## config.mk

```make
export PLATFORM = sky130hd
export DESIGN_NAME = rrla_acc
export DESIGN_NICKNAME = d
export VERILOG_FILES = /design/src/rtl/core/rrla_pkg.sv /design/src/rtl/core/rrla_acc.sv
export SDC_FILE = /design/constraint.sdc
export NUM_CORES = 1
export LEC_CHECK = 0
export BUFFER_PORTS_ARGS = -buffer_cell sky130_fd_sc_hd__clkbuf_2
export CORE_ASPECT_RATIO = 1.5
export CORE_MARGIN = 2
export CORE_UTILIZATION = 40
export CTS_CLUSTER_SIZE = 16
export DETAILED_ROUTE_END_ITERATION = 8
export GPL_TIMING_DRIVEN = 1
export PLACE_DENSITY = 0.71
export SLEW_MARGIN = 10
export SYNTH_ARGS = -nofsm -noshare
export SYNTH_HDL_FRONTEND = slang
export SYNTH_SLANG_ARGS = --single-unit
```

## constraint.sdc

```tcl
create_clock -name clock -period 13.9 [get_ports clock]
set_input_delay 0.695 -clock clock [delete_from_list [all_inputs] [get_ports clock]]
set_output_delay 0.695 -clock clock [all_outputs]
set_load 0.05 [all_outputs]
```

## src/rtl/core/rrla_pkg.sv

```systemverilog
// Types, command codes and helper functions shared by the reduced-radix limb ALU.
package rrla_pkg;

   localparam int LIMB_BITS  = 57;
   localparam int LIMB_COUNT = 9;
   localparam int WORD_W     = 64;
   localparam int CMD_W      = 3;
   localparam int IDX_W      = 4;
   localparam int LEN_W      = 10;
   localparam int BLEN_W     = 7;
   localparam int OFS_W      = 6;

   localparam logic [CMD_W-1:0] CMD_ADD  = 3'd0;
   localparam logic [CMD_W-1:0] CMD_SUB  = 3'd1;
   localparam logic [CMD_W-1:0] CMD_MULW = 3'd2;
   localparam logic [CMD_W-1:0] CMD_EQ   = 3'd3;
   localparam logic [CMD_W-1:0] CMD_BLEN = 3'd4;
   localparam logic [CMD_W-1:0] CMD_BTST = 3'd5;

   typedef struct packed {
      logic [CMD_W-1:0]  cmd;
      logic [WORD_W-1:0] limb_a;
      logic [WORD_W-1:0] limb_b;
   } req_type;

   typedef struct packed {
      logic [LIMB_BITS-1:0] result_limb;
      logic                 carry_flag;
      logic                 equal_flag;
      logic [LEN_W-1:0]     bit_length;
      logic                 bit_value;
      logic                 last_limb;
   } rsp_type;

   // input register contents
   typedef struct packed {
      req_type          beat;
      logic [IDX_W-1:0] idx;
      logic             last;
   } lane_type;

   // after operand preprocessing and partial products
   typedef struct packed {
      logic [CMD_W-1:0]  cmd;
      logic              first;
      logic              last;
      logic [WORD_W-1:0] sum;
      logic [WORD_W-1:0] pp_ll;
      logic [WORD_W-1:0] pp_lh;
      logic [WORD_W-1:0] pp_hl;
      logic [WORD_W-1:0] pp_hh;
      logic              neq;
      logic              nz;
      logic [LEN_W-1:0]  len_cand;
      logic              hit;
      logic              bit_sel;
   } pre_type;

   // full product assembled, ready for the carry stage
   typedef struct packed {
      logic [CMD_W-1:0]  cmd;
      logic              first;
      logic              last;
      logic [WORD_W-1:0] sum;
      logic [WORD_W-1:0] prod_lo;
      logic [WORD_W-1:0] prod_hi;
      logic              neq;
      logic              nz;
      logic [LEN_W-1:0]  len_cand;
      logic              hit;
      logic              bit_sel;
   } prod_type;

   function automatic logic [BLEN_W-1:0] bit_len64(input logic [WORD_W-1:0] v);
      logic [BLEN_W-1:0] n;
      n = '0;
      for (int i = 0; i < WORD_W; i++) begin
         if (v[i]) begin
            n = BLEN_W'(i + 1);
         end
      end
      return n;
   endfunction

   // bit position of the lowest bit of a limb
   function automatic logic [LEN_W-1:0] limb_base(input logic [IDX_W-1:0] idx);
      return LEN_W'(LIMB_BITS * int'(idx));
   endfunction

endpackage

```

## src/rtl/core/rrla_acc.sv

```systemverilog
// Carry and accumulator stage with the result register.
module rrla_acc import rrla_pkg::*; (
   input  logic     clock,
   input  logic     reset,
   input  logic     advance,
   input  logic     item_valid,
   input  prod_type item,
   output logic     rsp_valid,
   output rsp_type  rsp_data
);

   logic [WORD_W-1:0] carry_ff, carry_in;
   logic              diff_ff, diff_in;
   logic [LEN_W-1:0]  len_ff, len_in;
   logic              seen_ff, seen_in;
   logic              valid_ff, valid_in;
   rsp_type           out_ff, out_in;

   logic [WORD_W-1:0]   carry_base;
   logic                diff_base;
   logic [LEN_W-1:0]    len_base;
   logic                seen_base;
   logic [WORD_W-1:0]   t;
   logic [WORD_W:0]     lo_ext;
   logic [WORD_W-1:0]   hi;
   logic [2*WORD_W-1:0] wide;

   always_comb begin
      // limb 0 starts a new operand
      carry_base = item.first ? '0 : carry_ff;
      diff_base  = item.first ? 1'b0 : diff_ff;
      len_base   = item.first ? '0 : len_ff;
      seen_base  = item.first ? 1'b0 : seen_ff;

      t      = item.sum + carry_base;
      lo_ext = {1'b0, item.prod_lo} + {1'b0, carry_base};
      hi     = item.prod_hi + {{(WORD_W-1){1'b0}}, lo_ext[WORD_W]};
      wide   = {hi, lo_ext[WORD_W-1:0]};

      carry_in = carry_base;
      diff_in  = diff_base;
      len_in   = len_base;
      seen_in  = seen_base;
      out_in   = '0;
      out_in.last_limb = item.last;

      unique case (item.cmd)
         CMD_ADD, CMD_SUB: begin
            carry_in = (item.cmd == CMD_SUB) ? WORD_W'($signed(t) >>> LIMB_BITS)
                                             : (t >> LIMB_BITS);
            if (item.last) begin
               out_in.carry_flag  = t[LIMB_BITS-1];
               out_in.result_limb = {1'b0, t[LIMB_BITS-2:0]};
            end else begin
               out_in.result_limb = t[LIMB_BITS-1:0];
            end
         end
         CMD_MULW: begin
            carry_in           = wide[LIMB_BITS +: WORD_W];
            out_in.result_limb = lo_ext[LIMB_BITS-1:0];
         end
         CMD_EQ: begin
            diff_in           = diff_base | item.neq;
            out_in.equal_flag = item.last & ~diff_in;
         end
         CMD_BLEN: begin
            if (item.nz) begin
               len_in = item.len_cand;
            end
            out_in.bit_length = item.last ? len_in : '0;
         end
         CMD_BTST: begin
            if (item.hit) begin
               seen_in = item.bit_sel;
            end
            out_in.bit_value = item.last & seen_in;
         end
         default: begin
         end
      endcase

      valid_in = advance ? item_valid : valid_ff;
   end

   always_ff @(posedge clock) begin
      if (reset) begin
         valid_ff <= 1'b0;
         carry_ff <= '0;
         diff_ff  <= 1'b0;
         len_ff   <= '0;
         seen_ff  <= 1'b0;
      end else begin
         valid_ff <= valid_in;
         if (advance && item_valid) begin
            carry_ff <= carry_in;
            diff_ff  <= diff_in;
            len_ff   <= len_in;
            seen_ff  <= seen_in;
         end
      end
   end

   always_ff @(posedge clock) begin
      if (advance && item_valid) begin
         out_ff <= out_in;
      end
   end

   assign rsp_valid = valid_ff;
   assign rsp_data  = out_ff;

endmodule

```

==> results of run 1 <==
[cell type report]
class,instances,area (um^2),area share
multi-input cells,1593,10630,0.6191
flip-flops and latches,148,3674,0.2139
repair buffers,291,1486,0.08657
well taps,484,605.6,0.03527
clock buffers,17,425.4,0.02478
clock inverters,15,178.9,0.01042
inverters,43,162.7,0.009473
diodes,3,7.507,0.0004372
[sequential cells by signal (all words and copies together), names as in the netlist]
name	flops
diff_ff	1
seen_ff	1
rsp_data	71
len_ff	10
rsp_valid	1
carry_ff	64
[critical path: stages]
cell	delay, ns
clkbuf_2	0.08
buf_4	0.40
nor2b_1	0.19
ha_1	0.50
nand2_1	0.11
nor4_1	0.44
nand3_1	0.14
o211ai_2	0.27
a31oi_1	0.29
o31ai_2	0.53
a31o_2	0.31
nand3_1	0.11
o21ai_1	0.23
a21o_1	0.16
a21o_1	0.11
ha_1	0.19
ha_1	0.20
nand3_1	0.16
nor3_2	0.58
and3_1	0.44
nand3b_2	0.19
nor2_1	0.21
nand4_2	0.21
nor2_1	0.16
xor2_1	0.15
nand2_1	0.07
a221oi_1	0.32
[logic make-up (layout without fill, tap and decap cells)]
| kind of cell | count (synthesis) | in the layout | synth area share |
|---|---|---|---|
| other | 0 | 3 | 0 |
| adders and majority gates | 132 | 132 | 0.1118 |
| xor gates and xnor gates | 171 | 171 | 0.1004 |
| muxes | 4 | 4 | 0.002769 |
| AOI/OAI and AO/OA | 615 | 615 | 0.2787 |
| and+or+nand+nor | 671 | 671 | 0.2186 |
| buffers and inverters | 154 | 366 | 0.04137 |
| DFF | 148 | 148 | 0.2463 |
[stage by stage]
step | area [um^2] | total power [W]
CTS | 17160 | 0.001331
finish | 17170 | 0.001333
global route | 17170 | 0.001381
floorplan | 14910 | 0.0007247
detailed placement | 16560 | 0.0008383
global placement | 16560 | 0.0008359
[layout by cell type, fill, tap and decap left out, types with 24 or more instances in the layout]
master and n:
nand3_1 55, ha_1 127, a221oi_1 50, xor2_1 66, dfxtp_1 77, nor2_1 130, a21oi_1 167, nand2_1 248
o21bai_1 26, inv_1 42, a21o_1 74, o21ai_0 82, nand4_1 40, edfxtp_1 71, clkbuf_2 279, nor3_1 24
o22ai_1 51, nor2b_1 73, xnor2_1 105
[Yosys cell counts, types with 66 or more instances]
master | instances | area, um^2
edfxtp_1 | 71 | 2132
o21ai_0 | 82 | 410.4
ha_1 | 127 | 1589
clkbuf_1 | 95 | 356.6
nand2_1 | 248 | 930.9
xor2_1 | 66 | 578.1
nor2b_1 | 73 | 456.7
nor2_1 | 130 | 488.0
a21o_1 | 74 | 555.5
dfxtp_1 | 77 | 1541
a21oi_1 | 167 | 835.8
xnor2_1 | 105 | 919.6
[power by group]
part | total [W] | switching, W | leakage, nW | internal (W)
Clock | 0.000499 | 0.000240 | 0.300 | 0.000259
Sequential | 0.000485 | 0.00000788 | 1.29 | 0.000477
Combinational | 0.000349 | 0.000230 | 5.77 | 0.000118
[metal layers]
metal | GRT usage | wire, um | vias to the layer above
li1 | - | - | 7425
met1 | 0.3332 | 22290 | 7309
met2 | 0.4760 | 26610 | 551
met3 | 0.02691 | 2800 | 140
met4 | 0.1451 | 2783 | 0
met5 | 0 | 0 | -
[final timing paths]
check	endpoint	slack (ns)	cells after the start
hold / removal	carry_ff[24]	0.46	2
setup / recovery	carry_ff[57]	6.77	27
setup reg to reg	carry_ff[57]	7.01	27
hold reg to reg	carry_ff[24]	0.46	2
==> flow_summary_export.csv, run 1 <==
group,metric,value,unit
timing,worst_pin_slew,0.9278,ns
synth,syn_area_per_cell,7.869,um^2
synth,ys_seq_area_frac,0.2464,
global_routing,grt_pass1_wl,82.60,mm
clock_network,clk_pin_slew,0.08,ns
synth,synth_flop_cell,"dfxtp_1",
die,fp-row-count,86,
outcome,status,"finished, final reports clean",
final_layout,final_net_count,2438,
clock_network,cts_hold_buf,0,
timing,whs,0.4649,ns
route,dr.pass1.iters,6,
route,drt-total-wl,54.48,mm
clock_network,cts_setup_buffers,0,
clock_network,root_buffer,"clkbuf_16",
route,vias,15425,
clock_network,cts_sinks,148,
timing,min_period_over_period,0.5127,
timing,worst_slack,6.774,ns
timing,fin_setup_tns,0,ns
die,die_w,161.7,um
setup_path,crit_fanout,44,
synth,synthArstFlopShare,0,
timing,finalClockSkew,0.01352,ns
global_routing,overflow,0,
synth,netlist_instances,1895,
final_layout,utilization,0.4666,
timing,setup-violations-final,0,
clock_network,cts_tree,"built",
clock_network,cts_resized,0,
route,viasPerCell,5.946,
flow_run,maxCapViolCount,0,
synth,synth_edf_count,71,
pwr,p_leak,7.369,nW
place,place.gp.congestion,0.9415,
clock_network,cts_buffers,17,
global_routing,antenna_found_initial,3,
place,dp_slack,6.306,ns
place,dpl.hpwl,44.04,mm
die,boundaryPins,287,
timing,rsz0062_at_grt,"false",
setup_path,critPathCaptureType,"flip-flop",
synth,netlist_area,14910,um^2
final_layout,area_growth,15.15,%
pwr,power_density,77.62,nW/um^2
clock_network,insertion_delay,0.47,ns
global_routing,track_usage,0.2737,
synth,yosysWarnings,0,
route,drt_iter0_drc,1185,
clock_network,cts_buffer_depth,2,
place,dpl.cell_count,2559,
setup_path,startpoint,"item[207]",
hold_path,hp-class,"flip-flop to flip-flop",
die,die_h,240.5,um
setup_path,critPathLaunchType,"input pin",
timing,report.final.slew_viol_count,0,
global_routing,grt_pass1_vias,15040,
pwr,vdd_drop_max,68.49,uV
timing,final_hold_viol_count,0,
place,port_buffers,279,
synth,synth.distinct_cells,96,
synth,synth_fp_nets,2239,
clock_network,ctsHtreeMaxLevel,4,
timing,layout_min_cycle_time,7.126,ns
global_routing,grt_max_degree,77,
timing,timing.slew.headroom,0.3773,
final_layout,drive_gt1_frac,0.1761,
route,drtAntennaViolNets,0,
die,die_area,38870,um^2
setup_path,reg2reg_from,"carry_ff[0]",
route,post-route-drc-count,0,
setup_path,crit_type,"input pin to flip-flop",
final_layout,fill_cells,3745,
setup_path,arrival,7.50,ns
setup_path,worstPathRequired,14.27,ns
synth,synth_seq_cells,148,
route,wl_per_cell,21.00,um
die,start_util,0.4052,
die,core,36800,um^2
final_layout,fin_cells,2594,
hold_path,min-delay-start,"carry_ff[24]",
timing,clock.fmax,140.3,MHz
No activity file was read; power rests on OpenSTA's default activity.
==> run 2: changes to the inputs <==
Settings changed: ABC_AREA set to 1, PLACE_DENSITY 0.71 to 0.72.
Clock period 13.9 ns to 6.5 ns, I/O delays scaled along.
==> flow_summary_export.csv, run 2 <==
group,metric,value,unit
outcome,status,"finished, final reports clean",
setup_path,crit_fanout,6,
pwr,swShare,0.3940,
timing,final_hold_viol_count,0,
synth,synth_edf_count,71,
setup_path,critPathCaptureType,"flip-flop",
global_routing,grt_max_degree,110,
final_layout,largest_register_ffs,71,
clock_network,cts_setup_buffers,0,
setup_path,cpPeakStageDelay,0.43,ns
final_layout,utilization,0.4634,
global_routing,grt_pass1_vias,21219,
final_layout,final-seq-area,3674,um^2
setup_path,crit_path_top_delay_cell,"fa_1",
die,boundaryPins,287,
synth,synth_seq_cells,148,
synth,synth_fa_ha_area_frac,0.08751,
clock_network,root_buffer,"clkbuf_16",
synth,synthTopCellsByArea,"nand2_1 (17%), edfxtp_1 (11%), nor2_1 (11%), inv_1 (8.7%), ha_1 (8.5%)",
final_layout,layout_commonest_cell,"nand2_1",
global_routing,grt_pass1_wl,125.7,mm
synth,synth.distinct_cells,50,
setup_path,r2r_setup_slack,1.20,ns
setup_path,crit_top_cell,"nand2_1",
synth,synthArstFlopShare,0,
place,place.gp.congestion,1.086,
synth,synth_fp_nets,3613,
clock_network,cts_tree,"built",
route,viasPerCell,5.477,
synth,synth_top_area_cell,"nand2_1",
timing,whs,0.1127,ns
hold_path,hp-class,"input pin to flip-flop",
setup_path,arrival,5.69,ns
setup_path,r2r_end,"carry_ff[63]",
synth,synth_top_family_by_area,"simple AND/OR/NAND/NOR gates",
final_layout,final_net_count,3863,
synth,yosysWarnings,0,
timing,worst_pin_slew,1.067,ns
setup_path,startpoint,"carry_ff[1]",
synth,netlist_instances,3269,
timing,fin_setup_tns,0,ns
setup_path,reg2reg_from,"carry_ff[1]",
timing,setup-violations-final,0,
timing,report.final.slew_viol_count,0,
clock_network,clk_pin_slew,0.09,ns
route,wl_per_cell,20.90,um
timing,finalClockSkew,0.02037,ns
die,die_area,48320,um^2
pwr,power_density,139.9,nW/um^2
pwr,p_int,0.001802,W
synth,synth_common_cells,"nand2_1 (859), nor2_1 (550), inv_1 (432), a21oi_1 (301), o21ai_0 (221)",
flow_run,maxCapViolCount,0,
die,fp-row-count,96,
synth,synth_flop_cell,"dfxtp_1",
final_layout,drive_gt1_frac,0.1232,
timing,min_period_over_period,0.8153,
synth,netlist_area,18620,um^2
synth,synth_mux_area_frac,0,
clock_network,cts_sinks,148,
pwr,power_frac_clock,0.354,
synth,syn_area_per_cell,5.695,um^2
final_layout,multi_input_comb_area,12960,um^2
clock_network,insertion_delay,0.47,ns
pwr,p_leak,10.25,nW
pwr,seqPwrFrac,0.348,
setup_path,crit_type,"flip-flop to flip-flop",
setup_path,critPathLaunchType,"flip-flop",
die,start_util,0.4057,
synth,netlist.area_leader.share,0.1732,
pwr,vdd_drop_max,178.6,uV
timing,layout_min_cycle_time,5.299,ns
timing,worst_slack,1.201,ns
clock_network,cts_resized,0,
setup_path,crit_end,"carry_ff[63]",
route,post-route-drc-count,0,
synth,yosys.area_share.xor_xnor,0.01458,
setup_path,worstPathRequired,6.90,ns
timing,rsz0062_at_grt,"false",
place,port_buffers,279,
route,dr.pass1.iters,7,
clock_network,cts_buffers,17,
route,drtAntennaViolNets,0,
route,drt_iter0_drc,2004,
die,die_w,180.1,um
place,dpl.hpwl,72.32,mm
synth,synth_most_common_cell,"nand2_1",
synth,ys_seq_area_frac,0.1973,
global_routing,overflow,0,
place,dp_slack,1.001,ns
pwr,switchingPower,0.001172,W
synth,synth_compound_area_frac,0.1934,
global_routing,track_usage,0.3463,
die,core,45880,um^2
route,drt-total-wl,86.16,mm
clock_network,cts_buffer_depth,2,
setup_path,r2r_cells,29,
timing,timing.slew.headroom,0.2887,
final_layout,area_growth,14.21,%
clock_network,ctsHtreeMaxLevel,4,
place,dpl.cell_count,4088,
synth,synthSimpleGateAreaFrac,0.3995,
pwr,pwr-share-comb,0.298,
final_layout,fin_cells,4123,
timing,clock.fmax,188.7,MHz
clock_network,cts_hold_buf,0,
global_routing,antenna_found_initial,10,
route,vias,22583,
final_layout,fill_cells,5181,
die,die_h,268.2,um
final_layout,final_cell_mix,"nand2_1 (858), nor2_1 (549), inv_1 (431), a21oi_1 (301), clkbuf_2 (279)",
==> run 2: power groups by stage <==
stage | registers [W] | logic, W | clock network, W
floorplan | 0.00112 | 0.000496 | 0
global placement | 0.00105 | 0.000866 | 0
detailed placement | 0.00106 | 0.000866 | 0
CTS | 0.00103 | 0.000871 | 0.00106
global route | 0.00104 | 0.000964 | 0.00109
finish | 0.00103 | 0.000886 | 0.00105
==> run 2: cell families (layout without fill, tap and decap cells) <==
family	count (synthesis)	in the layout
AND/OR/NAND/NOR	1789	1789
buffers and inverters	519	782
adder cells (fa/ha/maj)	129	129
XOR/XNOR	31	31
AO/OA/AOI/OAI	653	653
flip-flops	148	148
other	0	3
==> run 2: layout make-up <==
| type | instances | share of cell area |
|---|---|---|
| Multi-Input combinational cell | 2602 | 0.6095 |
| Sequential cell | 148 | 0.1728 |
| Inverter | 444 | 0.07862 |
| Timing Repair Buffer | 306 | 0.07520 |
| Tap cell | 588 | 0.03460 |
| Clock buffer | 17 | 0.02001 |
| Clock inverter | 15 | 0.008944 |
| Antenna cell | 3 | 0.0003531 |
==> run 2: worst min path at each step <==
stage / depth (start not counted) / slack (ns) / to / startpoint
finish: 3 / 0.11 / diff_ff / item[13]
global route: 1 / 0.12 / rsp_data[0] / item[206]
CTS: 3 / 0.1 / diff_ff / item[13]
detailed placement: 2 / 0.46 / carry_ff[16] / carry_ff[16]
global placement: 2 / 0.45 / rsp_valid / rsp_valid
floorplan: 0 / 0.42 / rsp_data[0] / item[206]
==> run 2: worst max-delay path: cells and delay by family (launching register included) <==
kind / cells / cell delay (ns)
flip-flops: 1 / 0.31
AO/OA/AOI/OAI: 3 / 0.58
buffers and inverters: 5 / 0.43
AND/OR/NAND/NOR: 18 / 2.81
adder cells (fa/ha/maj): 3 / 1.09
==> run 2: layer usage <==
layer  global-route usage  part of all wire  vias to the layer above
li1                     -                 -                    11184
met1               0.3788              0.38                    10200
met2               0.5973              0.47                      924
met3              0.04865             0.059                      259
met4               0.2873             0.094                       16
met5                    0            0.0011                        -
==> run 2: through the flow <==
stage,total power (W),instance area (um^2)
6_report,0.002974,21260
5_1_grt,0.003098,21260
4_1_cts,0.002969,21260
3_5_place_dp,0.001923,20640
3_3_place_gp,0.001921,20640
2_1_floorplan,0.001615,18620
